**src/design/rtca_pkg.sv**
```systemverilog
`timescale 1ns / 1ps
`default_nettype none

package rtca_pkg;

	// Field widths of one item.
	localparam int SEC_W  = 6;
	localparam int HOUR_W = 5;
	localparam int DAY_W  = 9;
	localparam int CTRL_W = 8;
	localparam int EL_W   = 32;

	// Seconds of the clamped clock fit in 26 bits; adding a 32-bit gap needs 33.
	localparam int BASE_W = 26;
	localparam int TIME_W = 33;

	// Widths of the successive quotients: total minutes, total hours, total days.
	localparam int MINS_W = 28;
	localparam int HRS_W  = 23;
	localparam int DAYS_W = 19;

	// Clamp limits of the clock fields.
	localparam logic [SEC_W-1:0]  SEC_MAX  = 6'd59;
	localparam logic [SEC_W-1:0]  MIN_MAX  = 6'd59;
	localparam logic [HOUR_W-1:0] HOUR_MAX = 5'd23;

	// Scale factors of the clock fields.
	localparam logic [BASE_W-1:0] SEC_PER_MIN  = 26'd60;
	localparam logic [BASE_W-1:0] SEC_PER_HOUR = 26'd3600;
	localparam logic [BASE_W-1:0] SEC_PER_DAY  = 26'd86400;

	// Reciprocals: n / 15 = (n * RECIP15) >> 35 and n / 3 = (n * RECIP3) >> 33
	// for every 32-bit n.
	localparam logic [31:0] RECIP15 = 32'h8888_8889;
	localparam logic [31:0] RECIP3  = 32'hAAAA_AAAB;
	localparam int RECIP15_SH = 35;
	localparam int RECIP3_SH  = 33;

	// Control byte bit positions.
	localparam int CTRL_CARRY_BIT = 7;
	localparam int CTRL_HALT_BIT  = 6;

	// What travels beside the arithmetic: the clamped clock and the control bits.
	typedef struct packed {
		logic              halt;
		logic              carry;
		logic [SEC_W-1:0]  sec;
		logic [SEC_W-1:0]  min;
		logic [HOUR_W-1:0] hour;
		logic [DAY_W-1:0]  day;
	} rtca_side_t;

	// One finished result.
	typedef struct packed {
		logic [SEC_W-1:0]  sec;
		logic [SEC_W-1:0]  min;
		logic [HOUR_W-1:0] hour;
		logic [DAY_W-1:0]  day;
		logic [CTRL_W-1:0] ctrl;
	} rtca_res_t;

endpackage

`default_nettype wire

```
**src/design/rtca_if.sv**
```systemverilog
`timescale 1ns / 1ps
`default_nettype none

// Request channel: the current clock and the elapsed seconds.
interface rtca_in_if;
	logic        valid;
	logic        ready;
	logic [5:0]  sec_in;
	logic [5:0]  min_in;
	logic [4:0]  hour_in;
	logic [8:0]  day_in;
	logic [7:0]  ctrl_in;
	logic [31:0] elapsed;

	modport source (output valid, sec_in, min_in, hour_in, day_in, ctrl_in, elapsed,
		input ready);
	modport sink (input valid, sec_in, min_in, hour_in, day_in, ctrl_in, elapsed,
		output ready);
endinterface

// Result channel: the advanced clock.
interface rtca_out_if;
	logic       valid;
	logic       ready;
	logic [5:0] sec_out;
	logic [5:0] min_out;
	logic [4:0] hour_out;
	logic [8:0] day_out;
	logic [7:0] ctrl_out;

	modport source (output valid, sec_out, min_out, hour_out, day_out, ctrl_out,
		input ready);
	modport sink (input valid, sec_out, min_out, hour_out, day_out, ctrl_out,
		output ready);
	modport monitor (input valid, ready, sec_out, min_out, hour_out, day_out, ctrl_out);
endinterface

`default_nettype wire

```
**src/design/rtca_front.sv**
```systemverilog
`timescale 1ns / 1ps
`default_nettype none

// Stages 1 and 2: clamp the fields, fold them into seconds, add the gap.
module rtca_front import rtca_pkg::*; (
	input  wire logic              clk,
	input  wire logic              arst_n,
	rtca_in_if.sink                req,
	output logic                   t_valid,
	input  wire logic              t_ready,
	output logic [TIME_W-1:0]      t_sum,
	output rtca_side_t             t_side
);

	logic              v_s1, v_s2;
	logic              en_s1, en_s2;
	logic [SEC_W-1:0]  sec_c, min_c;
	logic [HOUR_W-1:0] hour_c;
	logic [BASE_W-1:0] base_s1;
	logic [EL_W-1:0]   el_s1;
	rtca_side_t        side_s1, side_s2;
	logic [TIME_W-1:0] t_s2;

	// A stage loads when it is empty or its contents move on.
	assign en_s2     = !v_s2 || t_ready;
	assign en_s1     = !v_s1 || en_s2;
	assign req.ready = en_s1;

	// Clamp out-of-range seconds, minutes and hours.
	always_comb begin
		sec_c  = (req.sec_in > SEC_MAX) ? SEC_MAX : req.sec_in;
		min_c  = (req.min_in > MIN_MAX) ? MIN_MAX : req.min_in;
		hour_c = (req.hour_in > HOUR_MAX) ? HOUR_MAX : req.hour_in;
	end

	// Valid bits.
	always_ff @(posedge clk or negedge arst_n) begin
		if (!arst_n) begin
			v_s1 <= 1'b0;
			v_s2 <= 1'b0;
		end else begin
			if (en_s1) v_s1 <= req.valid;
			if (en_s2) v_s2 <= v_s1;
		end
	end

	// Stage 1: the clamped clock as seconds since day zero.
	always_ff @(posedge clk) begin
		if (en_s1) begin
			base_s1 <= BASE_W'(sec_c) + BASE_W'(min_c) * SEC_PER_MIN
				+ BASE_W'(hour_c) * SEC_PER_HOUR + BASE_W'(req.day_in) * SEC_PER_DAY;
			el_s1         <= req.elapsed;
			side_s1.halt  <= req.ctrl_in[CTRL_HALT_BIT];
			side_s1.carry <= req.ctrl_in[CTRL_CARRY_BIT];
			side_s1.sec   <= sec_c;
			side_s1.min   <= min_c;
			side_s1.hour  <= hour_c;
			side_s1.day   <= req.day_in;
		end
	end

	// Stage 2: add the elapsed seconds.
	always_ff @(posedge clk) begin
		if (en_s2) begin
			t_s2    <= TIME_W'(base_s1) + TIME_W'(el_s1);
			side_s2 <= side_s1;
		end
	end

	assign t_valid = v_s2;
	assign t_sum   = t_s2;
	assign t_side  = side_s2;

endmodule

`default_nettype wire

```
**src/design/rtca_split.sv**
```systemverilog
`timescale 1ns / 1ps
`default_nettype none

// Stages 3 to 6: split the total seconds into fields by reciprocal multiplies.
module rtca_split import rtca_pkg::*; (
	input  wire logic              clk,
	input  wire logic              arst_n,
	input  wire logic              t_valid,
	output logic                   t_ready,
	input  wire logic [TIME_W-1:0] t_sum,
	input  wire rtca_side_t        t_side,
	output logic                   res_valid,
	input  wire logic              res_ready,
	output rtca_res_t              res
);

	localparam int P1_W = (TIME_W - 2) + 32;
	localparam int P2_W = (MINS_W - 2) + 32;
	localparam int P3_W = (HRS_W - 3) + 32;

	logic              v_s3, v_s4, v_s5, v_s6;
	logic              en_s3, en_s4, en_s5, en_s6;
	rtca_side_t        side_s3, side_s4, side_s5;
	logic [P1_W-1:0]   prod1_s3;
	logic [SEC_W-1:0]  tlo_s3;
	logic [P2_W-1:0]   prod2_s4;
	logic [SEC_W-1:0]  sec_s4, sec_s5;
	logic [SEC_W-1:0]  qmlo_s4;
	logic [P3_W-1:0]   prod3_s5;
	logic [SEC_W-1:0]  min_s5;
	logic [HOUR_W-1:0] qhlo_s5;
	logic [MINS_W-1:0] q_min;
	logic [HRS_W-1:0]  q_hrs;
	logic [DAYS_W-1:0] q_days;
	logic [HOUR_W-1:0] hour_n;
	logic              ovf;
	rtca_res_t         res_s6;

	// Bubble-collapsing stall chain.
	assign en_s6   = !v_s6 || res_ready;
	assign en_s5   = !v_s5 || en_s6;
	assign en_s4   = !v_s4 || en_s5;
	assign en_s3   = !v_s3 || en_s4;
	assign t_ready = en_s3;

	always_ff @(posedge clk or negedge arst_n) begin
		if (!arst_n) begin
			v_s3 <= 1'b0;
			v_s4 <= 1'b0;
			v_s5 <= 1'b0;
			v_s6 <= 1'b0;
		end else begin
			if (en_s3) v_s3 <= t_valid;
			if (en_s4) v_s4 <= v_s3;
			if (en_s5) v_s5 <= v_s4;
			if (en_s6) v_s6 <= v_s5;
		end
	end

	// Stage 3: total / 60 as (total / 4) / 15.
	always_ff @(posedge clk) begin
		if (en_s3) begin
			prod1_s3 <= P1_W'(t_sum[TIME_W-1:2]) * P1_W'(RECIP15);
			tlo_s3   <= t_sum[SEC_W-1:0];
			side_s3  <= t_side;
		end
	end

	// Stage 4: seconds as the remainder, then minutes / 60.
	assign q_min = prod1_s3[RECIP15_SH +: MINS_W];

	always_ff @(posedge clk) begin
		if (en_s4) begin
			sec_s4   <= tlo_s3 - SEC_W'(q_min[SEC_W-1:0] * 6'd60);
			qmlo_s4  <= q_min[SEC_W-1:0];
			prod2_s4 <= P2_W'(q_min[MINS_W-1:2]) * P2_W'(RECIP15);
			side_s4  <= side_s3;
		end
	end

	// Stage 5: minutes as the remainder, then hours / 24 as (hours / 8) / 3.
	assign q_hrs = prod2_s4[RECIP15_SH +: HRS_W];

	always_ff @(posedge clk) begin
		if (en_s5) begin
			min_s5   <= qmlo_s4 - SEC_W'(q_hrs[SEC_W-1:0] * 6'd60);
			qhlo_s5  <= q_hrs[HOUR_W-1:0];
			prod3_s5 <= P3_W'(q_hrs[HRS_W-1:3]) * P3_W'(RECIP3);
			sec_s5   <= sec_s4;
			side_s5  <= side_s4;
		end
	end

	// Stage 6: hours as the remainder, day wrap and carry, halt selection.
	assign q_days = prod3_s5[RECIP3_SH +: DAYS_W];
	assign hour_n = qhlo_s5 - HOUR_W'(q_days[HOUR_W-1:0] * 5'd24);
	assign ovf    = |q_days[DAYS_W-1:DAY_W];

	always_ff @(posedge clk) begin
		if (en_s6) begin
			if (side_s5.halt) begin
				res_s6.sec  <= side_s5.sec;
				res_s6.min  <= side_s5.min;
				res_s6.hour <= side_s5.hour;
				res_s6.day  <= side_s5.day;
				res_s6.ctrl <= {side_s5.carry, 1'b1, 5'b0, side_s5.day[DAY_W-1]};
			end else begin
				res_s6.sec  <= sec_s5;
				res_s6.min  <= min_s5;
				res_s6.hour <= hour_n;
				res_s6.day  <= q_days[DAY_W-1:0];
				res_s6.ctrl <= {side_s5.carry | ovf, 1'b0, 5'b0, q_days[DAY_W-1]};
			end
		end
	end

	assign res_valid = v_s6;
	assign res       = res_s6;

endmodule

`default_nettype wire

```
**src/design/mbc3_rtc_advance_top.sv**
```systemverilog
// Throughput: one item per cycle while rsp is not stalled; six register stages,
// each loads when empty or when the stage after it moves, so a stall on rsp
// loses and repeats nothing. No unit is shared between items, so only stalls
// on rsp hold back the rate.
// Reset: arst_n clears all valid bits at once; the block is ready right after.
`timescale 1ns / 1ps
`default_nettype none

module mbc3_rtc_advance_top import rtca_pkg::*; (
	input  wire logic clk,
	input  wire logic arst_n,
	rtca_in_if.sink   req,
	rtca_out_if.source rsp
);

	logic              t_valid;
	logic              t_ready;
	logic [TIME_W-1:0] t_sum;
	rtca_side_t        t_side;
	rtca_res_t         res;

	rtca_front u_front (
		.clk     (clk),
		.arst_n  (arst_n),
		.req     (req),
		.t_valid (t_valid),
		.t_ready (t_ready),
		.t_sum   (t_sum),
		.t_side  (t_side)
	);

	rtca_split u_split (
		.clk       (clk),
		.arst_n    (arst_n),
		.t_valid   (t_valid),
		.t_ready   (t_ready),
		.t_sum     (t_sum),
		.t_side    (t_side),
		.res_valid (rsp.valid),
		.res_ready (rsp.ready),
		.res       (res)
	);

	// Drive the result channel from the last stage.
	assign rsp.sec_out  = res.sec;
	assign rsp.min_out  = res.min;
	assign rsp.hour_out = res.hour;
	assign rsp.day_out  = res.day;
	assign rsp.ctrl_out = res.ctrl;

endmodule

`default_nettype wire

```
**src/flat_wrapper.sv**
```systemverilog
// flat-port wrapper written by rule: the top's interface ports become plain ports
module mbc3_rtc_advance_top_flat import rtca_pkg::*;
  (clk, arst_n, req_valid, req_sec_in, req_min_in, req_hour_in, req_day_in, req_ctrl_in, req_elapsed, req_ready, rsp_valid, rsp_sec_out, rsp_min_out, rsp_hour_out, rsp_day_out, rsp_ctrl_out, rsp_ready);
  rtca_in_if req_i ();
  rtca_out_if rsp_i ();
  input  wire logic clk;
  input  wire logic arst_n;
  input wire logic [$bits(req_i.valid)-1:0] req_valid;
  input wire logic [$bits(req_i.sec_in)-1:0] req_sec_in;
  input wire logic [$bits(req_i.min_in)-1:0] req_min_in;
  input wire logic [$bits(req_i.hour_in)-1:0] req_hour_in;
  input wire logic [$bits(req_i.day_in)-1:0] req_day_in;
  input wire logic [$bits(req_i.ctrl_in)-1:0] req_ctrl_in;
  input wire logic [$bits(req_i.elapsed)-1:0] req_elapsed;
  output wire logic [$bits(req_i.ready)-1:0] req_ready;
  output wire logic [$bits(rsp_i.valid)-1:0] rsp_valid;
  output wire logic [$bits(rsp_i.sec_out)-1:0] rsp_sec_out;
  output wire logic [$bits(rsp_i.min_out)-1:0] rsp_min_out;
  output wire logic [$bits(rsp_i.hour_out)-1:0] rsp_hour_out;
  output wire logic [$bits(rsp_i.day_out)-1:0] rsp_day_out;
  output wire logic [$bits(rsp_i.ctrl_out)-1:0] rsp_ctrl_out;
  input wire logic [$bits(rsp_i.ready)-1:0] rsp_ready;
  assign req_i.valid = req_valid;
  assign req_i.sec_in = req_sec_in;
  assign req_i.min_in = req_min_in;
  assign req_i.hour_in = req_hour_in;
  assign req_i.day_in = req_day_in;
  assign req_i.ctrl_in = req_ctrl_in;
  assign req_i.elapsed = req_elapsed;
  assign req_ready = req_i.ready;
  assign rsp_valid = rsp_i.valid;
  assign rsp_sec_out = rsp_i.sec_out;
  assign rsp_min_out = rsp_i.min_out;
  assign rsp_hour_out = rsp_i.hour_out;
  assign rsp_day_out = rsp_i.day_out;
  assign rsp_ctrl_out = rsp_i.ctrl_out;
  assign rsp_i.ready = rsp_ready;
  mbc3_rtc_advance_top u_core (.clk(clk), .arst_n(arst_n), .req(req_i), .rsp(rsp_i));
endmodule
```
**config.mk**
```make
export PLATFORM = sky130hd
export DESIGN_NAME = mbc3_rtc_advance_top_flat
export DESIGN_NICKNAME = d
export VERILOG_FILES = /design/src/design/rtca_pkg.sv /design/src/design/rtca_if.sv /design/src/design/rtca_front.sv /design/src/design/rtca_split.sv /design/src/design/mbc3_rtc_advance_top.sv /design/src/flat_wrapper.sv
export SDC_FILE = /design/constraint.sdc
export NUM_CORES = 2
export LEC_CHECK = 0
export ABC_CLOCK_PERIOD_IN_PS = 12200
export BUFFER_PORTS_ARGS = -buffer_cell sky130_fd_sc_hd__buf_2
export CORE_ASPECT_RATIO = 1.2
export CORE_MARGIN = 8
export CORE_UTILIZATION = 70
export DETAILED_ROUTE_END_ITERATION = 8
export PLACE_DENSITY = 0.85
export SYNTH_ARGS = -nofsm -noshare
export SYNTH_HDL_FRONTEND = slang
export SYNTH_HIERARCHICAL = 1
export SYNTH_SLANG_ARGS = --single-unit
```
**constraint.sdc**
```tcl
create_clock -name clk -period 12.2 [get_ports clk]
set_input_delay 0.61 -clock clk [delete_from_list [all_inputs] [get_ports clk]]
set_output_delay 0.61 -clock clk [all_outputs]
set_load 0.02 [all_outputs]
```
==> metrics.md <==
| Metric | Value |
|---|---|
| Status | completed |
| Gr ovfl total | 0 |
| Clk Latency, worst-skew pair | 570 ps |
| Final Hold Vio Count | 0 |
| Worst Tran Pin Value | 1170 ps |
| Via count | 24200 |
| Total negative slack | 0 ps |
| Clock transition at the registers of the reported paths | 70 ps |
| Final Cycle Share | 0.608 |
| 1st-iter DRT viols | 1570 |
| RSZ-0062 raised after global routing | no |
| Layout cells sized above 1 | 0.0658 |
| Core area | 0.0525 mm^2 |
| Initial core utilization | 0.708 |
| Drt wl/cell | 20.0 um |
| Root Driver | clkbuf_16 |
| Largest net degree at the start of global routing | 79 |
| Setup crit end | u_core/u_split/prod3_s5[44]$_DFFE_PP_ |
| Drt drc | 0 |
| Synthesized area | 0.0372 mm^2 |
| Avg Cell Area, Syn | 11.5 um^2 |
| Crit path max fanout | 4 |
| Synth unique cells | 87 |
| Min Clock Period, post-route | 7420 ps |
| Rel. slew slack | 0.218 |
| GRT Total Usage | 0.274 |
| Reg2reg setup slack | 4780 ps |
| Synth area leader | edfxtp_1 |
| Crit-path most repeated cell | fa_1 |
| Register area share after synthesis | 0.296 |
| Die Y | 268 um |
| Final Max Tran Viols | 0 |
| Cell Chain, Critical Path | ha_1, fa_1, inv_1, fa_1, fa_1, inv_1, fa_1, inv_1, fa_1, inv_1, fa_1, ha_1, nand3_1, nor3_1, nand4_1, or4_1, a21oi_1, o21ai_1, or3_1, a21oi_1, xor2_1 |
| Detailed placer's ending HPWL | 66100 um |
| Row cnt | 92 |
| First-pass GRT wire length | 133000 um |
| Max cap viols | 0 |
| Top cells by area, synth | edfxtp_1 29%, ha_1 25%, fa_1 20% |
| Main synth FF type | edfxtp_1 |
| Setup crit start kind | flip-flop |
| Vias in the first global route | 26400 |
| DR pass1 iterations | 5 |
| Clock tree sinks | 368 |
| Diodes inserted | 0 |
| Vias per inst | 5.93 |
| Routed wire length | 81600 um |
| Port Buffers | 94 |
| CP Launch Point | u_core/u_split/prod2_s4[54]$_DFFE_PP_ |
| TritonCTS Buffers | 38 |
| H-tree levels | 2 |
| Count of nets after finishing | 4530 |
| Initial antenna violation count | 0 |
| Worst Path Required | 12590 ps |
| Die width | 226 um |
| Worst min-delay path startpoint | req_elapsed[2] |
| Hold WC Path Type | primary input to flip-flop |
| CP Data Arrival Time | 7810 ps |
| Setup Skew | 27.2 ps |
| Critical path class | flip-flop to flip-flop |
| Reg-to-reg endpoint | u_core/u_split/prod3_s5[44]$_DFFE_PP_ |
| Post-synth EDFFs | 362 |
| Max Buffers Root-to-Sink | 3 |
| YS warnings | 6 |
| CTS tree | done |
| Remaining antenna violation count after routing | 0 |
| Post-CTS Setup Bufs | 0 |
| CP peak stage delay | 700 ps |
| Full die area | 0.0608 mm^2 |
| FF+latch count, synth | 368 |
| Worst Setup End Kind | flip-flop |
| R2R Path Start | u_core/u_split/prod2_s4[54]$_DFFE_PP_ |
| Most common cell in the netlist | ha_1 |
| Yosys top cell area share | 0.292 |
| FMAX | 135 MHz |
| R2R cell count | 21 |
| Endpoints failing setup | 0 |
| Boundary Pins | 106 |
| Commonest cells in the netlist | 746 x ha_1, 691 x inv_1, 370 x fa_1, 362 x edfxtp_1, 139 x a21oi_1 |
| Area delta synth->final | 7.00% |
| Crit path max-delay cell type | fa_1 |
| Routability cong. | 0.930 |
| Cells after synthesis | 3224 |
| Async SR Flop Fraction | 0.0163 |
critical path: cells and delay by family (launching register included):
family                   cells  cell delay [ps]
AND/OR/NAND/NOR              5             1570
buffers and inverters        4              350
AO/OA/AOI/OAI                3              590
XOR/XNOR                     1              240
adder cells (fa/ha/maj)      8             4040
flip-flops                   1              450
logic make-up (layout without fill, tap and decap cells):
group | after synthesis | count (layout) | share of synthesized area
AOI/OAI and AO/OA | 455 | 455 | 0.0812
xor gates and xnor gates | 141 | 141 | 0.0336
adders and majority gates | 1116 | 1116 | 0.450
buffers and inverters | 716 | 861 | 0.0729
DFF | 368 | 368 | 0.296
muxes | 26 | 26 | 0.00784
other | 1 | 5 | 0.000101
and+or+nand+nor | 401 | 401 | 0.0575
worst min path at each step:
stage	end	slack, ps	cells past startpoint
4_1_cts	u_core/u_front/side_s1[26]$_DFFE_PP_	190	1
2_1_floorplan	u_core/u_front/t_valid$_DFFE_PN0P_	310	0
6_report	u_core/u_front/el_s1[2]$_DFFE_PP_	220	1
3_5_place_dp	u_core/u_front/t_side[19]$_DFFE_PP_	400	0
3_3_place_gp	u_core/u_split/side_s3[15]$_DFFE_PP_	400	0
5_1_grt	u_core/u_front/el_s1[10]$_DFFE_PP_	200	1
per-layer routing:
metal | wire length, um | global-route usage
met1 | 32200 | 0.332
met3 | 3700 | 0.0342
met4 | 3430 | 0.109
met2 | 42300 | 0.496
met5 | 0 | 0
registers in the layout (all words and copies together) (netlist names), 4 cells and up:
signal                   count
u_core/u_split/prod1_s3     31
u_core/u_split/side_s4      28
u_core/u_front/side_s1      26
u_core/u_split/sec_s5        6
u_core/u_front/t_sum        33
u_core/u_split/min_s5        6
u_core/u_front/base_s1      26
u_core/u_split/res          28
u_core/u_front/el_s1        32
u_core/u_split/sec_s4        6
u_core/u_split/prod2_s4     26
u_core/u_front/t_side       28
u_core/u_split/side_s5      28
u_core/u_split/qhlo_s5       4
u_core/u_split/side_s3      28
u_core/u_split/prod3_s5     20
cell usage in the layout (no fill, tap or decap), types with 9 or more instances in the layout:
cell type	netlist	final
clkbuf_16	0	38
a31oi_1	18	18
and4_1	10	10
nor3_1	26	26
ha_1	746	746
nand3_1	42	41
o211ai_1	9	9
nand2_1	75	74
o21ai_0	59	59
o21bai_1	19	19
nor2_1	92	92
a21oi_1	139	139
and3_1	20	20
fa_1	370	370
nand4_1	29	29
edfxtp_1	362	362
o21a_1	18	18
inv_1	691	691
a221oi_1	9	9
a21o_1	79	79
a211oi_1	14	14
mux2_2	25	25
nand2b_1	26	25
buf_2	0	94
xnor2_1	99	99
and2_1	9	9
xor2_1	40	40
nor2b_1	19	19
per-stage QoR:
step | utilization | setup WS [ps] | std cells | cell area (um^2) | hold WS, ps
global placement | 0.733 | 4980 | 4008 | 38500 | 401
detailed placement | 0.733 | 4810 | 4008 | 38500 | 405
finish | 0.758 | 4780 | 4078 | 39800 | 223
floorplan | - | 5680 | 3228 | 37200 | 314
global route | 0.758 | 4410 | 4078 | 39800 | 200
CTS | 0.758 | 4770 | 4078 | 39800 | 190
cell type report:
cell class / instances / area, um^2
tap: 705 / 882
inverter: 691 / 2590
clock inverter: 27 / 320
sequential: 368 / 11000
fill: 3386 / 12700
timing repair buffer: 101 / 526
clock buffer: 42 / 966
multi-input combinational: 2144 / 23500
repair_timing:
action / CTS / global route
gates resized for setup: 0 / 0
hold buffers: 1 / 0
hold endpoints to repair: 6 / 0
Power is not shown: default switching activity piles up to over one toggle a cycle in this logic, so the estimate is an artifact.
